--- src/hdl/bse_pkg.sv ---
// ----------------------------------------------------------------------------
// bse_pkg
// Shared types and constants for the bitmap set engine: request and result
// item formats, command codes, and the controller/datapath interface structs.
// ----------------------------------------------------------------------------
package bse_pkg;

  localparam int WORD_BITS_DEF = 32;
  localparam int NUM_WORDS_DEF = 8;

  localparam int CMD_W    = 3;
  localparam int MEMBER_W = 8;
  localparam int WIDX_W   = 3;
  localparam int MASK_W   = 32;
  localparam int COUNT_W  = 9;
  localparam int FOUND_W  = 9;

  // popcount of cleared bits runs this many bits per cycle
  localparam int CHUNK    = 8;
  localparam int CHUNK_PW = $clog2(CHUNK + 1);

  localparam logic [CMD_W-1:0] CMD_ADD    = 3'd0;
  localparam logic [CMD_W-1:0] CMD_REMOVE = 3'd1;
  localparam logic [CMD_W-1:0] CMD_POP    = 3'd2;
  localparam logic [CMD_W-1:0] CMD_QUERY  = 3'd3;
  localparam logic [CMD_W-1:0] CMD_MASK   = 3'd4;
  localparam logic [CMD_W-1:0] CMD_CLEAR  = 3'd5;

  localparam logic [FOUND_W-1:0] FOUND_NONE = 9'h1FF;

  typedef struct packed {
    logic [CMD_W-1:0]    cmd;
    logic [MEMBER_W-1:0] member;
    logic [WIDX_W-1:0]   word_index;
    logic [MASK_W-1:0]   mask_word;
  } req_t;

  typedef struct packed {
    logic signed [FOUND_W-1:0] found_member;
    logic [COUNT_W-1:0]        member_count;
    logic                      set_empty;
  } rsp_t;

  // controller -> datapath
  typedef struct packed {
    logic capture;
    logic mem_rd;
    logic modify;
    logic cnt_step;
    logic scan_step;
    logic clear_all;
  } ctl_t;

  // datapath -> controller
  typedef struct packed {
    logic [CMD_W-1:0] cmd;
    logic             range_ok;
    logic             cur_nz;
    logic             scan_last;
    logic             count_zero;
    logic             rem_zero;
  } stat_t;

endpackage

--- src/hdl/bitmap_set_engine.sv ---
// ----------------------------------------------------------------------------
// bitmap_set_engine
// Fixed-capacity set of small integers held as a word store.
// ----------------------------------------------------------------------------
// Usage:
//   Request channel (req_valid/req_stall/req) carries one command per item:
//   add, remove, pop lowest, query, remove mask word, clear all. Response
//   channel (rsp_valid/rsp_stall/rsp) returns exactly one item per request
//   with the popped member (-1 otherwise), the member count and empty flag.
//   One item is in flight at a time; req_stall is high from acceptance until
//   the response is taken.
//   Steps from acceptance to rsp_valid, after decode:
//     query, clear, out-of-range add/remove/mask, pop on empty set: none
//     add, remove: word read, then write back
//     pop: scan to first nonempty word (one flag per cycle), read, write back
//     mask removal: read, write back, cleared-bit count in 8-bit steps
//   The next request is accepted the cycle after the response is taken.
//   Reset clears the word flags and count at once: the set is empty and the
//   block is ready on the first cycle after reset. While rsp_stall is high
//   the response holds and no request is accepted.
// ----------------------------------------------------------------------------
module bitmap_set_engine #(
  parameter int WORD_BITS = bse_pkg::WORD_BITS_DEF,
  parameter int NUM_WORDS = bse_pkg::NUM_WORDS_DEF
) (
  input  logic          clk,
  input  logic          rst,
  input  logic          req_valid,
  output logic          req_stall,
  input  bse_pkg::req_t req,
  output logic          rsp_valid,
  input  logic          rsp_stall,
  output bse_pkg::rsp_t rsp
);
  import bse_pkg::*;

  ctl_t  ctl;
  stat_t stat;

  bse_ctrl u_ctrl (
    .clk       (clk),
    .rst       (rst),
    .req_valid (req_valid),
    .req_stall (req_stall),
    .rsp_valid (rsp_valid),
    .rsp_stall (rsp_stall),
    .stat      (stat),
    .ctl       (ctl)
  );

  bse_datapath #(
    .WORD_BITS (WORD_BITS),
    .NUM_WORDS (NUM_WORDS)
  ) u_dp (
    .clk  (clk),
    .rst  (rst),
    .req  (req),
    .ctl  (ctl),
    .stat (stat),
    .rsp  (rsp)
  );

endmodule

--- src/hdl/bse_ctrl.sv ---
// ----------------------------------------------------------------------------
// bse_ctrl
// Command sequencer: takes one item at a time, steps the datapath through
// decode, word scan, read-modify-write and cleared-bit count, then holds the
// result until the receiver takes it.
// ----------------------------------------------------------------------------
module bse_ctrl (
  input  logic           clk,
  input  logic           rst,
  input  logic           req_valid,
  output logic           req_stall,
  output logic           rsp_valid,
  input  logic           rsp_stall,
  input  bse_pkg::stat_t stat,
  output bse_pkg::ctl_t  ctl
);
  import bse_pkg::*;

  typedef enum logic [6:0] {
    ST_IDLE   = 7'b0000001,
    ST_DECODE = 7'b0000010,
    ST_SCAN   = 7'b0000100,
    ST_READ   = 7'b0001000,
    ST_MODIFY = 7'b0010000,
    ST_COUNT  = 7'b0100000,
    ST_OUT    = 7'b1000000
  } state_t;

  state_t state;
  state_t state_next;

  always_ff @(posedge clk) begin
    if (rst) begin
      state <= ST_IDLE;
    end else begin
      state <= state_next;
    end
  end

  always_comb begin
    ctl        = '0;
    state_next = state;
    case (state)
      ST_IDLE: begin
        if (req_valid) begin
          ctl.capture = 1'b1;
          state_next  = ST_DECODE;
        end
      end
      ST_DECODE: begin
        case (stat.cmd)
          CMD_ADD, CMD_REMOVE, CMD_MASK: begin
            state_next = stat.range_ok ? ST_READ : ST_OUT;
          end
          CMD_POP: begin
            state_next = stat.count_zero ? ST_OUT : ST_SCAN;
          end
          CMD_CLEAR: begin
            ctl.clear_all = 1'b1;
            state_next    = ST_OUT;
          end
          default: begin
            state_next = ST_OUT;
          end
        endcase
      end
      ST_SCAN: begin
        // advance to the first word with any member in it
        if (stat.cur_nz) begin
          state_next = ST_READ;
        end else if (stat.scan_last) begin
          state_next = ST_OUT;
        end else begin
          ctl.scan_step = 1'b1;
        end
      end
      ST_READ: begin
        ctl.mem_rd = 1'b1;
        state_next = ST_MODIFY;
      end
      ST_MODIFY: begin
        ctl.modify = 1'b1;
        state_next = (stat.cmd == CMD_MASK) ? ST_COUNT : ST_OUT;
      end
      ST_COUNT: begin
        if (stat.rem_zero) begin
          state_next = ST_OUT;
        end else begin
          ctl.cnt_step = 1'b1;
        end
      end
      ST_OUT: begin
        if (!rsp_stall) begin
          state_next = ST_IDLE;
        end
      end
      default: begin
        state_next = ST_IDLE;
      end
    endcase
  end

  assign req_stall = (state != ST_IDLE);
  assign rsp_valid = (state == ST_OUT);

endmodule

--- src/hdl/bse_datapath.sv ---
// ----------------------------------------------------------------------------
// bse_datapath
// Word store of the set with per-word nonzero flags, member decode, lowest
// bit finder, running member count and a chunked counter for mask removal.
// ----------------------------------------------------------------------------
module bse_datapath #(
  parameter int WORD_BITS = bse_pkg::WORD_BITS_DEF,
  parameter int NUM_WORDS = bse_pkg::NUM_WORDS_DEF
) (
  input  logic           clk,
  input  logic           rst,
  input  bse_pkg::req_t  req,
  input  bse_pkg::ctl_t  ctl,
  output bse_pkg::stat_t stat,
  output bse_pkg::rsp_t  rsp
);
  import bse_pkg::*;

  localparam int AW = (NUM_WORDS > 1) ? $clog2(NUM_WORDS) : 1;
  localparam int BW = $clog2(WORD_BITS);

  logic [WORD_BITS-1:0] mem [NUM_WORDS];
  logic [NUM_WORDS-1:0] nz;

  logic [CMD_W-1:0]     cmd_r;
  logic [AW-1:0]        addr;
  logic [BW-1:0]        bit_r;
  logic                 range_ok;
  logic [WORD_BITS-1:0] mask_r;
  logic [WORD_BITS-1:0] rd_data;
  logic                 rd_nz;
  logic [WORD_BITS-1:0] rem;
  logic [COUNT_W-1:0]   count;
  logic [FOUND_W-1:0]   found;

  logic                 dec_hit;
  logic [AW-1:0]        dec_word;
  logic [BW-1:0]        dec_bit;
  logic [WORD_BITS-1:0] old_word;
  logic [WORD_BITS-1:0] bit_oh;
  logic [WORD_BITS-1:0] low_oh;
  logic [BW-1:0]        low_pos;
  logic [WORD_BITS-1:0] new_word;
  logic [CHUNK_PW-1:0]  chunk_pc;

  // member -> word and bit, one range compare per word
  always_comb begin
    dec_hit  = 1'b0;
    dec_word = '0;
    dec_bit  = '0;
    for (int w = 0; w < NUM_WORDS; w++) begin
      if (int'(req.member) >= w * WORD_BITS && int'(req.member) < (w + 1) * WORD_BITS) begin
        dec_hit  = 1'b1;
        dec_word = AW'(w);
        dec_bit  = BW'(int'(req.member) - w * WORD_BITS);
      end
    end
  end

  always_ff @(posedge clk) begin
    if (ctl.capture) begin
      cmd_r  <= req.cmd;
      bit_r  <= dec_bit;
      mask_r <= WORD_BITS'(req.mask_word);
      case (req.cmd)
        CMD_ADD, CMD_REMOVE: begin
          addr     <= dec_word;
          range_ok <= dec_hit;
        end
        CMD_MASK: begin
          addr     <= AW'(req.word_index);
          range_ok <= (int'(req.word_index) < NUM_WORDS);
        end
        default: begin
          addr     <= '0;
          range_ok <= 1'b1;
        end
      endcase
    end else if (ctl.scan_step) begin
      addr <= addr + AW'(1);
    end
  end

  // word store, registered read
  always_ff @(posedge clk) begin
    if (ctl.mem_rd) begin
      rd_data <= mem[addr];
      rd_nz   <= nz[addr];
    end
    if (ctl.modify) begin
      mem[addr] <= new_word;
    end
  end

  // a word whose flag is clear reads as empty
  always_ff @(posedge clk) begin
    if (rst || ctl.clear_all) begin
      nz <= '0;
    end else if (ctl.modify) begin
      nz[addr] <= |new_word;
    end
  end

  always_comb begin
    old_word = rd_nz ? rd_data : '0;
    bit_oh   = WORD_BITS'(1) << bit_r;
    low_oh   = old_word & (~old_word + WORD_BITS'(1));
    low_pos  = '0;
    for (int k = 0; k < BW; k++) begin
      for (int j = 0; j < WORD_BITS; j++) begin
        if (((j >> k) & 1) == 1) begin
          low_pos[k] = low_pos[k] | low_oh[j];
        end
      end
    end
    case (cmd_r)
      CMD_ADD:    new_word = old_word | bit_oh;
      CMD_REMOVE: new_word = old_word & ~bit_oh;
      CMD_POP:    new_word = old_word & ~low_oh;
      CMD_MASK:   new_word = old_word & ~mask_r;
      default:    new_word = old_word;
    endcase
  end

  always_comb begin
    chunk_pc = '0;
    for (int i = 0; i < CHUNK; i++) begin
      chunk_pc = chunk_pc + CHUNK_PW'(rem[i]);
    end
  end

  always_ff @(posedge clk) begin
    if (ctl.modify) begin
      rem <= old_word & mask_r;
    end else if (ctl.cnt_step) begin
      rem <= rem >> CHUNK;
    end
  end

  always_ff @(posedge clk) begin
    if (ctl.capture) begin
      found <= FOUND_NONE;
    end else if (ctl.modify && cmd_r == CMD_POP) begin
      found <= FOUND_W'(int'(addr) * WORD_BITS + int'(low_pos));
    end
  end

  always_ff @(posedge clk) begin
    if (rst || ctl.clear_all) begin
      count <= '0;
    end else if (ctl.modify) begin
      case (cmd_r)
        CMD_ADD:    count <= count + (old_word[bit_r] ? COUNT_W'(0) : COUNT_W'(1));
        CMD_REMOVE: count <= count - (old_word[bit_r] ? COUNT_W'(1) : COUNT_W'(0));
        CMD_POP:    count <= count - COUNT_W'(1);
        default:    count <= count;
      endcase
    end else if (ctl.cnt_step) begin
      count <= count - COUNT_W'(chunk_pc);
    end
  end

  assign stat.cmd        = cmd_r;
  assign stat.range_ok   = range_ok;
  assign stat.cur_nz     = nz[addr];
  assign stat.scan_last  = (addr == AW'(NUM_WORDS - 1));
  assign stat.count_zero = (count == '0);
  assign stat.rem_zero   = (rem == '0);

  assign rsp.found_member = found;
  assign rsp.member_count = count;
  assign rsp.set_empty    = (count == '0);

endmodule

--- config.mk ---
export PLATFORM = sky130hd
export DESIGN_NAME = bitmap_set_engine
export DESIGN_NICKNAME = d
export VERILOG_FILES = /design/src/hdl/bse_pkg.sv /design/src/hdl/bitmap_set_engine.sv /design/src/hdl/bse_ctrl.sv /design/src/hdl/bse_datapath.sv
export SDC_FILE = /design/constraint.sdc
export NUM_CORES = 1
export LEC_CHECK = 0
export BUFFER_PORTS_ARGS = -buffer_cell sky130_fd_sc_hd__buf_2
export CELL_PAD_IN_SITES_DETAIL_PLACEMENT = 1
export CELL_PAD_IN_SITES_GLOBAL_PLACEMENT = 2
export CORE_MARGIN = 5
export CORE_UTILIZATION = 45
export DETAILED_ROUTE_END_ITERATION = 6
export GPL_ROUTABILITY_DRIVEN = 0
export HOLD_SLACK_MARGIN = 0.08
export PLACE_DENSITY = 0.86
export SLEW_MARGIN = 20
export SYNTH_ARGS = -nofsm -noshare
export SYNTH_HDL_FRONTEND = slang
export SYNTH_HIERARCHICAL = 1
export SYNTH_SLANG_ARGS = --single-unit
--- constraint.sdc ---
create_clock -name clk -period 4.9 [get_ports clk]
set_input_delay 0.245 -clock clk [delete_from_list [all_inputs] [get_ports clk]]
set_output_delay 0.245 -clock clk [all_outputs]
set_load 0.01 [all_outputs]
==> qor.csv <==
metric,value,unit
cts_htree_levels,2,
antenna_cells,0,
met1_usage,33.8,%
cp.arrival,4920,ps
min_path_type,primary input to flop,
synthFlopType,edfxtp_1,
grt_pass1_wl,85.8,mm
critical_path_required,5360,ps
yosys.cell_types.count,86,
crit_path_start_kind,flop,
worst_pin_slew,1180,ps
period_share,90.9,%
drv_slew,0,
ctsResizeCount,0,
holdBufCountCts,50,
tns,0,ps
setup_viol,0,
relSlewSlack,20.3,%
ir_drop,0.229,mV
synth.avg_cell_area,13.7,sq um
worst_r2r_path_depth,18,
synth-edff-count,365,
crit_fanout,55,
synth_warnings,6,
synth.area.top_cells,"edfxtp_1, mux4_2, dfxtp_1, nand2_1, mux2_2",
worst_setup_path_end_kind,flop,
cts_buffers,42,
coreArea,0.0409,sq mm
cts_root_buffer,clkbuf_16,
status,"complete, no violations",
grt.met3_usage,4.36,%
fmax,0.224,GHz
synth_commonest_cells,"edfxtp_1, nand2_1, nor2_1, a21oi_1, mux4_2",
nets,1571,
dr_total_vias,12900,
syn_inst,1369,
grt.busiest_layer,met2,
finalHoldViolations,0,
seq_area_frac_synth,62.2,%
cp-startpoint,u_dp/rd_nz$_DFFE_PP_,
drive_gt1_share,20.9,%
yosysTopAreaCell,edfxtp_1,
routedWlPerCell,27.7,um
reg2reg_slack,440,ps
path_clk_slew,60,ps
clk_latency,580,ps
grt-ovfl-total,0,
fin_util,53.1,%
numPortBuffers,70,
track_usage,25.0,%
clockPowerShare,42.1,%
synth_area,0.0187,sq mm
ys_ff_latch,398,
syn_to_final_growth,16.2,%
cts_setup_buffers,0,
ant_nets,0,
yosysMostFrequentCell,edfxtp_1,
async_flop_share,0,%
design.portCount,71,
p_per_area,363,mW/mm^2
dieArea,0.0457,sq mm
power.internal,6070,uW
finClkSkew,27.6,ps
rsz0062_at_grt,no,
syn-num-nets,1446,
grt_max_degree,69,
num_rows,74,
path_class,flop to flop,
cts_tree,done,
r2r-start,u_dp/rd_nz$_DFFE_PP_,
swShare,22.9,%
via_per_inst,6.26,
p_leak,0.00731,uW
cts.path.max_buffers,3,
num-fill-cells,4078,
first_global_vias,13600,
start_util,45.7,%
fin_crit,4460,ps
antenna_found_initial,0,
r2r-end,u_dp/count[8]$_SDFFE_PP0P_,
p_switching,1800,uW
dr.pass1.iters,5,
pwr-share-seq,48.5,%
totalWireLength,57.0,mm
met2_usage,41.1,%
die_h,214,um
clock_sinks,398,
drc,0,
dr.first_iter.drc_count,1207,
comb_power_share,9.4,%
endpoint,u_dp/count[8]$_SDFFE_PP0P_,
max_cap_viol_count,0,
yosysTopAreaCellShare,58.6,%
die_w,214,um
dp_hpwl,38.5,mm
[power groups by stage]
stage	clock network [uW]	registers [uW]	logic, uW
global route	3560	3820	789
global placement	0	3890	679
detailed placement	0	3890	699
finish	3320	3820	741
CTS	3380	3820	737
floorplan	0	3850	486
[layout make-up]
cell class	count	area, sq um	area share [%]
Clock inverter	32	375	1.73
Multi-Input combinational cell	844	6670	30.7
Inverter	49	184	0.846
Sequential cell	398	11600	53.5
Clock buffer	44	1060	4.87
Timing Repair Buffer	159	1160	5.32
Tap cell	532	666	3.06
[per-layer routing]
metal  up-vias  wire [um]
met5         -          0
met4         0       2190
met3       115       3980
met2       576      27700
met1      6568      23200
li1       5632          -
[cells by family (layout without fill, tap and decap cells)]
logic type / Yosys count / in the layout / share of synthesized area, %
xor gates and xnor gates: 12 / 12 / 0.562
other: 1 / 1 / 0.0201
DFF: 398 / 398 / 62.2
buffers and inverters: 127 / 284 / 2.65
and+or+nand+nor: 415 / 415 / 11.9
adders and majority gates: 28 / 28 / 2.23
AOI/OAI and AO/OA: 285 / 285 / 10.2
muxes: 103 / 103 / 10.3
[per-stage QoR]
stage	hold slack (ps)	cells	total power, uW	worst slack (ps)	cell area, sq um
floorplan	311	1369	4340	549	18700
global placement	423	1932	4570	602	19800
detailed placement	424	1932	4590	482	19800
CTS	357	2058	7930	476	21700
global route	374	2058	8170	88.9	21700
finish	383	2058	7880	444	21700
[state kept, by name, summed over array words and instances (netlist names)]
register / count
u_dp/count: 9
u_dp/cmd_r: 3
u_ctrl/state: 7
u_dp/rem: 32
u_dp/bit_r: 5
u_dp/nz: 8
u_dp/found: 9
u_dp/addr: 3
u_dp/range_ok: 1
u_dp/rd_nz: 1
u_dp/rd_data: 32
u_dp/mem: 256
u_dp/mask_r: 32
[worst max-delay path, cell delays in order (launching register included)]
cell	delay (ps)
edfxtp_1	480
buf_4	530
inv_1	230
a21oi_1	180
o2111ai_1	140
a32oi_1	330
nor2_1	170
mux2i_1	150
o22a_1	210
ha_1	210
fa_1	410
nor2b_1	120
o21ai_0	130
a21oi_1	220
a21oi_1	60
a211o_1	270
xor2_1	140
a32o_1	210
mux2i_1	110
[cell usage in the layout, fill, tap and decap left out, types with 8 or more instances in the layout]
cell type and instances:
nor2b_1 10, clkinv_1 12, dlygate4sd3_1 50, o21ai_0 63
nand3_1 15, nand2b_1 15, a211oi_1 10, nand4_1 9
nor2_1 75, inv_1 49, nor4_1 34, dfxtp_1 33
and3_1 12, buf_2 70, or3_1 8, buf_4 38
clkbuf_16 42, o21a_1 9, nor3_1 29, ha_1 18
mux2_2 33, fa_1 9, o2bb2ai_1 28, a31oi_1 14
nor2_4 9, mux4_2 68, bufinv_16 8, nand2_1 118
a21oi_1 69, edfxtp_1 365, or2_2 9
[how the worst min path moves through the flow]
| stage | start | endpoint | depth (start not counted) |
|---|---|---|---|
| finish | req[18] | u_dp/mask_r[18]$_DFFE_PP_ | 2 |
| global route | req[8] | u_dp/mask_r[8]$_DFFE_PP_ | 2 |
| CTS | req[38] | u_dp/bit_r[3]$_DFFE_PP_ | 2 |
| detailed placement | req[39] | u_dp/bit_r[4]$_DFFE_PP_ | 1 |
| global placement | req[38] | u_dp/bit_r[3]$_DFFE_PP_ | 1 |
| floorplan | rst | u_ctrl/state[6]$_SDFFE_PP0P_ | 1 |
(Power assumes the default switching activity.)
